<file path="src/design/slpg_pkg.sv">
// Shared types, codes and constants of the status LED pattern generator.
`default_nettype none

package slpg_pkg;

    // Width of the timing registers and of the command payload fields.
    localparam int REG_WIDTH           = 12;
    localparam int CMD_WIDTH           = 2;
    localparam int PAT_WIDTH           = 3;
    localparam int CFG_INDEX_WIDTH     = 3;
    localparam int COUNT_WIDTH_DEFAULT = 12;

    // Blip re-check interval in milliseconds.
    localparam int RECHECK_MS = 10;

    // Register reset values.
    localparam logic [REG_WIDTH-1:0] SLOW_HALF_RESET = REG_WIDTH'(500);
    localparam logic [REG_WIDTH-1:0] FAST_HALF_RESET = REG_WIDTH'(100);
    localparam logic [REG_WIDTH-1:0] BEAT_ON_RESET   = REG_WIDTH'(50);
    localparam logic [REG_WIDTH-1:0] BEAT_OFF_RESET  = REG_WIDTH'(1950);
    localparam logic [REG_WIDTH-1:0] BLIP_RESET      = REG_WIDTH'(50);

    // Command codes of an input item.
    typedef enum logic [CMD_WIDTH-1:0] {
        CMD_TICK = 2'd0,
        CMD_SET  = 2'd1,
        CMD_BLIP = 2'd2
    } cmd_t;

    // Pattern codes.
    typedef enum logic [PAT_WIDTH-1:0] {
        PAT_OFF   = 3'd0,
        PAT_ON    = 3'd1,
        PAT_SLOW  = 3'd2,
        PAT_FAST  = 3'd3,
        PAT_HEART = 3'd4
    } pattern_t;

    // Configuration register indexes.
    typedef enum logic [CFG_INDEX_WIDTH-1:0] {
        CFG_ENABLED     = 3'd0,
        CFG_ACTIVE_HIGH = 3'd1,
        CFG_SLOW_HALF   = 3'd2,
        CFG_FAST_HALF   = 3'd3,
        CFG_BEAT_ON     = 3'd4,
        CFG_BEAT_OFF    = 3'd5,
        CFG_BLIP        = 3'd6
    } cfg_index_t;

    // Configuration handed from the register file to the engine.
    typedef struct packed {
        logic                 enabled;
        logic                 active_high;
        logic [REG_WIDTH-1:0] slow_half_ms;
        logic [REG_WIDTH-1:0] fast_half_ms;
        logic [REG_WIDTH-1:0] beat_on_ms;
        logic [REG_WIDTH-1:0] beat_off_ms;
        logic [REG_WIDTH-1:0] blip_ms;
    } cfg_t;

endpackage

`default_nettype wire

</file>
<file path="src/design/slpg_if.sv">
// Valid/ready channel interfaces for command items and result items.
`default_nettype none

interface slpg_in_if;
    logic                            valid;
    logic                            ready;
    logic [slpg_pkg::CMD_WIDTH-1:0]  command;
    logic [slpg_pkg::PAT_WIDTH-1:0]  pattern;

    modport source (output valid, output command, output pattern, input ready);
    modport sink   (input valid, input command, input pattern, output ready);
endinterface

interface slpg_out_if;
    logic valid;
    logic ready;
    logic pin_level;
    logic led_lit;
    logic timer_running;

    modport source (output valid, output pin_level, output led_lit,
                    output timer_running, input ready);
    modport sink   (input valid, input pin_level, input led_lit,
                    input timer_running, output ready);
endinterface

`default_nettype wire

</file>
<file path="src/design/slpg_cfg_regs.sv">
// Configuration register file of the status LED pattern generator.
`default_nettype none

module slpg_cfg_regs (
    input  wire logic                                 clk,
    input  wire logic                                 rst_n,
    input  wire logic                                 cfg_we,
    input  wire logic [slpg_pkg::CFG_INDEX_WIDTH-1:0] cfg_index,
    input  wire logic [slpg_pkg::REG_WIDTH-1:0]       cfg_data,
    output slpg_pkg::cfg_t                            cfg
);

    slpg_pkg::cfg_t cfg_reg;

    // Register writes; an index past the list is dropped.
    always_ff @(posedge clk or negedge rst_n)
    begin
        if (!rst_n)
        begin
            cfg_reg.enabled      <= 1'b0;
            cfg_reg.active_high  <= 1'b1;
            cfg_reg.slow_half_ms <= slpg_pkg::SLOW_HALF_RESET;
            cfg_reg.fast_half_ms <= slpg_pkg::FAST_HALF_RESET;
            cfg_reg.beat_on_ms   <= slpg_pkg::BEAT_ON_RESET;
            cfg_reg.beat_off_ms  <= slpg_pkg::BEAT_OFF_RESET;
            cfg_reg.blip_ms      <= slpg_pkg::BLIP_RESET;
        end
        else if (cfg_we)
        begin
            unique case (cfg_index)
                slpg_pkg::CFG_ENABLED:     cfg_reg.enabled      <= cfg_data[0];
                slpg_pkg::CFG_ACTIVE_HIGH: cfg_reg.active_high  <= cfg_data[0];
                slpg_pkg::CFG_SLOW_HALF:   cfg_reg.slow_half_ms <= cfg_data;
                slpg_pkg::CFG_FAST_HALF:   cfg_reg.fast_half_ms <= cfg_data;
                slpg_pkg::CFG_BEAT_ON:     cfg_reg.beat_on_ms   <= cfg_data;
                slpg_pkg::CFG_BEAT_OFF:    cfg_reg.beat_off_ms  <= cfg_data;
                slpg_pkg::CFG_BLIP:        cfg_reg.blip_ms      <= cfg_data;
                default: ;
            endcase
        end
    end

    assign cfg = cfg_reg;

endmodule

`default_nettype wire

</file>
<file path="src/design/slpg_engine.sv">
// Input register, LED pattern state update and result register.
`default_nettype none

module slpg_engine #(
    parameter int COUNT_WIDTH = slpg_pkg::COUNT_WIDTH_DEFAULT
) (
    input  wire logic           clk,
    input  wire logic           rst_n,
    input  wire slpg_pkg::cfg_t cfg,
    slpg_in_if.sink             req,
    slpg_out_if.source          rsp
);

    localparam int WIDE = (COUNT_WIDTH > slpg_pkg::REG_WIDTH) ? COUNT_WIDTH
                                                              : slpg_pkg::REG_WIDTH;
    localparam logic [COUNT_WIDTH-1:0] COUNT_MAX     = '1;
    localparam logic [COUNT_WIDTH-1:0] COUNT_ONE     = COUNT_WIDTH'(1);
    localparam logic [COUNT_WIDTH-1:0] RECHECK_COUNT = COUNT_WIDTH'(slpg_pkg::RECHECK_MS);

    // Clamp a loaded period to the counter range.
    function automatic logic [COUNT_WIDTH-1:0] cap_count(
        input logic [slpg_pkg::REG_WIDTH-1:0] v
    );
        logic [WIDE-1:0] wide_v;
        wide_v = WIDE'(v);
        if (wide_v > WIDE'(COUNT_MAX))
            return COUNT_MAX;
        else
            return COUNT_WIDTH'(wide_v);
    endfunction

    // Input stage.
    logic                           s1_valid_reg;
    logic [slpg_pkg::CMD_WIDTH-1:0] cmd_reg;
    logic [slpg_pkg::PAT_WIDTH-1:0] pat_reg;
    logic                           s1_advance;

    // Pattern state.
    logic [slpg_pkg::PAT_WIDTH-1:0] pattern_reg, pattern_next;
    logic                           phase_reg, phase_next;
    logic                           armed_reg, armed_next;
    logic [COUNT_WIDTH-1:0]         left_reg, left_next;
    logic [COUNT_WIDTH-1:0]         blip_reg, blip_next;
    logic                           lit_reg, lit_next;

    // Result stage.
    logic out_valid_reg;
    logic pin_reg, pin_next;
    logic led_reg;
    logic run_reg;

    assign s1_advance = s1_valid_reg && (!out_valid_reg || rsp.ready);
    assign req.ready  = !s1_valid_reg || s1_advance;

    // Input register: holds one item until the result slot is free.
    always_ff @(posedge clk or negedge rst_n)
    begin
        if (!rst_n)
            s1_valid_reg <= 1'b0;
        else if (req.ready)
            s1_valid_reg <= req.valid;
    end

    always_ff @(posedge clk)
    begin
        if (req.ready && req.valid)
        begin
            cmd_reg <= req.command;
            pat_reg <= req.pattern;
        end
    end

    // Next pattern state for the item in the input register.
    always_comb
    begin
        pattern_next = pattern_reg;
        phase_next   = phase_reg;
        armed_next   = armed_reg;
        left_next    = left_reg;
        blip_next    = blip_reg;
        lit_next     = lit_reg;
        unique case (cmd_reg)
            slpg_pkg::CMD_TICK:
            begin
                if (blip_reg != '0)
                    blip_next = blip_reg - COUNT_ONE;
                if (armed_reg)
                begin
                    if (left_reg <= COUNT_ONE)
                    begin
                        // Countdown expired: a running blip wins over the pattern.
                        armed_next = 1'b0;
                        if (blip_next != '0)
                        begin
                            if (cfg.enabled)
                                lit_next = 1'b1;
                            armed_next = 1'b1;
                            left_next  = RECHECK_COUNT;
                        end
                        else
                        begin
                            case (pattern_reg)
                                slpg_pkg::PAT_OFF:
                                begin
                                    if (cfg.enabled)
                                        lit_next = 1'b0;
                                end
                                slpg_pkg::PAT_ON:
                                begin
                                    if (cfg.enabled)
                                        lit_next = 1'b1;
                                end
                                slpg_pkg::PAT_SLOW:
                                begin
                                    phase_next = ~phase_reg;
                                    if (cfg.enabled)
                                        lit_next = ~phase_reg;
                                    armed_next = 1'b1;
                                    left_next  = cap_count(cfg.slow_half_ms);
                                end
                                slpg_pkg::PAT_FAST:
                                begin
                                    phase_next = ~phase_reg;
                                    if (cfg.enabled)
                                        lit_next = ~phase_reg;
                                    armed_next = 1'b1;
                                    left_next  = cap_count(cfg.fast_half_ms);
                                end
                                slpg_pkg::PAT_HEART:
                                begin
                                    // Heartbeat alternates a short lit and a long dark time.
                                    phase_next = ~phase_reg;
                                    if (cfg.enabled)
                                        lit_next = ~phase_reg;
                                    armed_next = 1'b1;
                                    left_next  = phase_reg ? cap_count(cfg.beat_off_ms)
                                                           : cap_count(cfg.beat_on_ms);
                                end
                                default: ;
                            endcase
                        end
                    end
                    else
                        left_next = left_reg - COUNT_ONE;
                end
            end
            slpg_pkg::CMD_SET:
            begin
                if (cfg.enabled)
                begin
                    pattern_next = pat_reg;
                    phase_next   = 1'b0;
                    armed_next   = 1'b1;
                    left_next    = COUNT_ONE;
                end
            end
            slpg_pkg::CMD_BLIP:
            begin
                if (cfg.enabled)
                begin
                    blip_next  = cap_count(cfg.blip_ms);
                    armed_next = 1'b1;
                    left_next  = COUNT_ONE;
                end
            end
            default: ;
        endcase
        pin_next = cfg.enabled && (lit_next == cfg.active_high);
    end

    // Pattern state registers, updated as an item moves to the result slot.
    always_ff @(posedge clk or negedge rst_n)
    begin
        if (!rst_n)
        begin
            pattern_reg <= slpg_pkg::PAT_OFF;
            phase_reg   <= 1'b0;
            armed_reg   <= 1'b0;
            left_reg    <= '0;
            blip_reg    <= '0;
            lit_reg     <= 1'b0;
        end
        else if (s1_advance)
        begin
            pattern_reg <= pattern_next;
            phase_reg   <= phase_next;
            armed_reg   <= armed_next;
            left_reg    <= left_next;
            blip_reg    <= blip_next;
            lit_reg     <= lit_next;
        end
    end

    // Result register.
    always_ff @(posedge clk or negedge rst_n)
    begin
        if (!rst_n)
            out_valid_reg <= 1'b0;
        else if (s1_advance)
            out_valid_reg <= 1'b1;
        else if (rsp.ready)
            out_valid_reg <= 1'b0;
    end

    always_ff @(posedge clk)
    begin
        if (s1_advance)
        begin
            pin_reg <= pin_next;
            led_reg <= lit_next;
            run_reg <= armed_next;
        end
    end

    assign rsp.valid         = out_valid_reg;
    assign rsp.pin_level     = pin_reg;
    assign rsp.led_lit       = led_reg;
    assign rsp.timer_running = run_reg;

    // An item waiting in the input stage is never dropped.
    a_s1_hold: assert property (@(posedge clk) disable iff (!rst_n)
        s1_valid_reg && !s1_advance |=> s1_valid_reg)
        else $error("input stage item lost");

    // A set command taken while enabled always reports a running timer.
    a_set_arms: assert property (@(posedge clk) disable iff (!rst_n)
        s1_advance && cfg.enabled && (cmd_reg == slpg_pkg::CMD_SET)
        |=> out_valid_reg && run_reg && armed_reg)
        else $error("set command did not arm the countdown");

    // A tick cannot arm an idle countdown.
    a_tick_idle: assert property (@(posedge clk) disable iff (!rst_n)
        s1_advance && !armed_reg && (cmd_reg == slpg_pkg::CMD_TICK) |=> !armed_reg)
        else $error("tick armed an idle countdown");

    // While disabled the LED state is frozen and the pin stays low.
    a_disabled: assert property (@(posedge clk) disable iff (!rst_n)
        s1_advance && !cfg.enabled |=> $stable(lit_reg) && !pin_reg)
        else $error("disabled block changed the LED");

endmodule

`default_nettype wire

</file>
<file path="src/design/status_led_pattern_generator_core.sv">
// Top level of the status LED pattern generator.
//
// Usage: command items arrive on the req channel (valid/ready): a one
// millisecond tick, a set-pattern command carrying a pattern code, or a blip.
// Every accepted item produces exactly one result item on the rsp channel
// with the pin level, the logical LED state and whether a countdown is armed,
// all taken after the item has been applied.
// Configuration registers are written through cfg_we/cfg_index/cfg_data,
// one register per cycle, while no item is in flight.
// Path: an accepted item is held in the input register, then moves to the
// result register, which holds its result until the receiver takes it.
// Throughput: one item per cycle while the receiver does not stall; the
// state update is a single pass of countdown and pattern logic between the
// input and result registers.
// Reset clears the pattern state, both valid flags and loads the register
// defaults; the block is disabled after reset.
// When the receiver stalls, the result register holds its item and the input
// register takes one more; after that req.ready drops until rsp drains.
`default_nettype none

module status_led_pattern_generator_core #(
    parameter int COUNT_WIDTH = slpg_pkg::COUNT_WIDTH_DEFAULT
) (
    input  wire logic                                 clk,
    input  wire logic                                 rst_n,
    slpg_in_if.sink                                   req,
    slpg_out_if.source                                rsp,
    input  wire logic                                 cfg_we,
    input  wire logic [slpg_pkg::CFG_INDEX_WIDTH-1:0] cfg_index,
    input  wire logic [slpg_pkg::REG_WIDTH-1:0]       cfg_data
);

    slpg_pkg::cfg_t cfg;

    // Configuration registers.
    slpg_cfg_regs u_cfg_regs (
        .clk       (clk),
        .rst_n     (rst_n),
        .cfg_we    (cfg_we),
        .cfg_index (cfg_index),
        .cfg_data  (cfg_data),
        .cfg       (cfg)
    );

    // Pattern engine.
    slpg_engine #(
        .COUNT_WIDTH (COUNT_WIDTH)
    ) u_engine (
        .clk   (clk),
        .rst_n (rst_n),
        .cfg   (cfg),
        .req   (req),
        .rsp   (rsp)
    );

endmodule

`default_nettype wire

</file>
<file path="src/flat_wrapper.sv">
// flat-port wrapper written by rule: the top's interface ports become plain ports
module status_led_pattern_generator_core_flat 
#(
    parameter int COUNT_WIDTH = slpg_pkg::COUNT_WIDTH_DEFAULT
)
  (clk, rst_n, cfg_we, cfg_index, cfg_data, req_valid, req_command, req_pattern, req_ready, rsp_valid, rsp_pin_level, rsp_led_lit, rsp_timer_running, rsp_ready);
  slpg_in_if req_i ();
  slpg_out_if rsp_i ();
  input  wire logic clk;
  input  wire logic rst_n;
  input  wire logic cfg_we;
  input  wire logic [slpg_pkg::CFG_INDEX_WIDTH-1:0] cfg_index;
  input  wire logic [slpg_pkg::REG_WIDTH-1:0] cfg_data;
  input wire logic [$bits(req_i.valid)-1:0] req_valid;
  input wire logic [$bits(req_i.command)-1:0] req_command;
  input wire logic [$bits(req_i.pattern)-1:0] req_pattern;
  output wire logic [$bits(req_i.ready)-1:0] req_ready;
  output wire logic [$bits(rsp_i.valid)-1:0] rsp_valid;
  output wire logic [$bits(rsp_i.pin_level)-1:0] rsp_pin_level;
  output wire logic [$bits(rsp_i.led_lit)-1:0] rsp_led_lit;
  output wire logic [$bits(rsp_i.timer_running)-1:0] rsp_timer_running;
  input wire logic [$bits(rsp_i.ready)-1:0] rsp_ready;
  assign req_i.valid = req_valid;
  assign req_i.command = req_command;
  assign req_i.pattern = req_pattern;
  assign req_ready = req_i.ready;
  assign rsp_valid = rsp_i.valid;
  assign rsp_pin_level = rsp_i.pin_level;
  assign rsp_led_lit = rsp_i.led_lit;
  assign rsp_timer_running = rsp_i.timer_running;
  assign rsp_i.ready = rsp_ready;
  status_led_pattern_generator_core #(.COUNT_WIDTH(COUNT_WIDTH)) u_core (.clk(clk), .rst_n(rst_n), .req(req_i), .rsp(rsp_i), .cfg_we(cfg_we), .cfg_index(cfg_index), .cfg_data(cfg_data));
endmodule
</file>
<file path="config.mk">
export PLATFORM = sky130hd
export DESIGN_NAME = status_led_pattern_generator_core_flat
export DESIGN_NICKNAME = d
export VERILOG_FILES = /design/src/design/slpg_pkg.sv /design/src/design/slpg_if.sv /design/src/design/slpg_cfg_regs.sv /design/src/design/slpg_engine.sv /design/src/design/status_led_pattern_generator_core.sv /design/src/flat_wrapper.sv
export SDC_FILE = /design/constraint.sdc
export NUM_CORES = 1
export LEC_CHECK = 0
export BUFFER_PORTS_ARGS = -buffer_cell sky130_fd_sc_hd__clkbuf_2
export CAP_MARGIN = 20
export CORE_MARGIN = 2
export CORE_UTILIZATION = 46
export CTS_CLUSTER_SIZE = 30
export DETAILED_ROUTE_END_ITERATION = 12
export PLACE_DENSITY = 0.66
export SLEW_MARGIN = 20
export SYNTH_ARGS = -nofsm -noshare
export SYNTH_HDL_FRONTEND = slang
export SYNTH_HIERARCHICAL = 1
export SYNTH_SLANG_ARGS = --single-unit
</file>
<file path="constraint.sdc">
create_clock -name clk -period 4 [get_ports clk]
set_clock_uncertainty 0.05 [all_clocks]
set_input_delay 0.8 -clock clk [delete_from_list [all_inputs] [get_ports clk]]
set_output_delay 0.8 -clock clk [all_outputs]
set_load 0.02 [all_outputs]
</file>
==> impl_metrics.csv <==
group,metric,value,unit
setup_path,endpoint_kind,"flop",
timing,drv_slew,0,
grt,grt.busiest_layer,"met2",
cts,tritoncts,"yes",
synth,synth.net_count,535,
synth,synth_enable_flop_cells,8,
timing,hold_viol_final,0,
setup_path,crit_type,"reg2reg",
timing,fin_ws,0.906,ns
routing,drcViolationCount,0,
synth,synth_seq_area_share,46.8,%
synth,synth.distinct_cells,66,
cts,htreeDepth,3,
cts,clockBufferDepth,2,
floorplan,core_area,12000,µm²
setup_path,cp-start-kind,"flop",
synth,yosysTopAreaCell,"dfrtp_1",
synth,syn_avg_cell_area,11.2,µm²
floorplan,die_x,114,µm
synth,synth_top_flop_cell,"dfrtp_1",
power,switchingPower,1.63,mW
timing,rsz0062_at_grt,"no",
finish,design_area,6120,µm²
synth,yosysMostFrequentCell,"dfrtp_1",
grt,grt_antenna_before_repair,0,
power,seqPwrFrac,41.0,%
timing,finalSetupViolCount,0,
timing,worst_pin_slew,0.793,ns
power,pwr-share-clk,19.8,%
grt,use_met3,3.71,%
cts,ctsHoldBuffers,0,
grt,grt_usage,21.2,%
power,p_int,2.54,mW
flow_run,drv_cap,0,
setup_path,crit_fanout,12,
cts,clk_pin_slew_worst_paths,0.07,ns
synth,synthCells,502,
timing,slew-limit-headroom,46.9,%
finish,largest_reg_flops,62,
synth,synth_top_area_share,31.2,%
timing,min_period_over_period,77.4,%
finish,antenna_cells,0,
routing,drtIter0Drc,202,
hold_path,hp-class,"reg2reg",
routing,drt_wl_total,12700,µm
cts,postCtsSetupBuffers,0,
synth,async_flop_share,92.2,%
grt,grt_use_met2,33.8,%
setup_path,cp_data_arrival_time,3.28,ns
cts,ctsResizeCount,0,
run_status,run_status,"completed",
routing,vias,4094,
floorplan,fp.dieH,114,µm
routing,wire_per_inst,18.9,µm
timing,tns,0,ns
floorplan,io_pins,30,
timing,clock.fmax,323,MHz
place,dpl_cell_area,5840,µm²
floorplan,die_area,13100,µm²
hold_path,hold_path_depth,1,
timing,hold_ws,0.429,ns
routing,vias_per_cell,6.08,
grt,grt_pass1_wl,21400,µm
power,vdd_drop_max,351,µV
finish,utilization,51.1,%
place,port_buffers,29,
place,gp_congestion,0.873,
finish,final_cells,673,
power,p_total,4.17,mW
place,post-place-ws,0.998,ns
finish,fin_nets,554,
timing,period_minus_slack,3.09,ns
routing,ant_nets,0,
cts,root_buffer,"clkbuf_16",
setup_path,critical_path_required,4.19,ns
finish,drive_above_1_share,32.9,%
finish,fill_cells,1029,
finish,synthToLayoutAreaGrowth,9.11,%
grt,grt_pass1_vias,4029,
cts,clock_sinks,102,
grt,grt_max_degree,57,
synth,ys_seq_elements,102,
synth,yosysWarnings,6,
setup_path,rr_worst_depth,9,
synth,synthTopCellsByArea,"dfrtp_1 (31%), mux2_2 (12%), dfstp_2 (11%)",
power,sw_frac_of_total,39.0,%
power,pwr-share-comb,39.2,%
power,pwr_density_cell,682,nW/µm²
floorplan,core.rowCount,40,
synth,synthTopCellsByCount,"dfrtp_1 (70), mux2_2 (60), a21oi_1 (27), nor2_1 (27), o21ai_0 (26)",
grt,overflow,0,
grt,grt_use_met1,29.4,%
routing,drt_pass1_iterations,5,
place,place_inst,657,
synth,syn_area,5610,µm²
power,p_leak,2.53,nW
place,place.detailed.hpwl,9110,µm
floorplan,start_util,46.9,%
cts,numCtsBuffers,9,
cts,insertion_delay,0.35,ns
-- cell type report --
class | count | area [µm²] | area share, %
well taps | 147 | 184 | 3.01
clock buffers | 14 | 264 | 4.32
clock inverters | 2 | 16.3 | 0.266
repair buffers | 37 | 208 | 3.40
multi-input cells | 353 | 2760 | 45.0
flip-flops and latches | 102 | 2620 | 42.9
inverters | 18 | 67.6 | 1.10
-- power groups by stage --
stage | clock network [mW] | registers, mW | logic (mW)
final | 0.825 | 1.71 | 1.64
after global routing | 0.887 | 1.77 | 1.82
after CTS | 0.850 | 1.71 | 1.62
after detailed placement | 0 | 1.72 | 1.62
after global placement | 0 | 1.71 | 1.59
after floorplan | 0 | 1.58 | 1.32
-- cells in the final DEF, fill, tap and decap left out, drive strengths merged, types with 10 or more instances in the layout --
master,count
a31oi,14
o31ai,14
dfrtp,70
mux2,80
nor2,27
a21oi,28
nand2,23
o22ai,21
clkbuf,42
nor4,10
nor3,14
inv,17
dfstp,24
o21ai,27
-- cells by family after synthesis --
| family | after synthesis | share of synthesized area (%) |
|---|---|---|
| AO/OA/AOI/OAI | 136 | 15.6 |
| adder cells (fa/ha/maj) | 8 | 1.79 |
| buffers and inverters | 47 | 4.08 |
| flip-flops | 102 | 46.8 |
| multiplexers | 84 | 18.1 |
| AND/OR/NAND/NOR | 125 | 13.7 |
-- final timing paths --
kind | startpoint | end | slack (ns)
min in group asynchronous | rst_n | u_core/u_engine/blip_reg[9]$_DFFE_PN0P_ | 0.44
setup / recovery | u_core/u_engine/blip_reg[0]$_DFFE_PN0P_ | u_core/u_engine/left_reg[0]$_DFFE_PN0P_ | 0.91
hold reg to reg | u_core/u_engine/pat_reg[2]$_DFFE_PP_ | u_core/u_engine/pattern_reg[2]$_DFFE_PN0P_ | 0.43
max in group asynchronous | rst_n | u_core/u_cfg_regs/cfg[15]$_DFFE_PN1P_ | 2.63
setup reg to reg | u_core/u_engine/blip_reg[0]$_DFFE_PN0P_ | u_core/u_engine/left_reg[0]$_DFFE_PN0P_ | 0.91
hold / removal | u_core/u_engine/pat_reg[2]$_DFFE_PP_ | u_core/u_engine/pattern_reg[2]$_DFFE_PN0P_ | 0.43
-- layer usage --
| layer | vias to the layer above | share of wire (%) |
|---|---|---|
| met5 | - | 0 |
| met4 | 0 | 1.6 |
| met3 | 13 | 4.3 |
| met2 | 100 | 49 |
| met1 | 2042 | 45 |
| li1 | 1939 | - |
-- worst max-delay path: stages (launching register included) --
cell and delay, ns:
dfrtp_1 0.47, inv_1 0.11, ha_1 0.16, nor4b_2 0.48, nand4_1 0.25, mux2i_1 0.28, nand4_2 0.16, nor3_4 0.37
or2_4 0.30, mux2_2 0.35
Note: power is estimated with default switching activity, not from simulation.
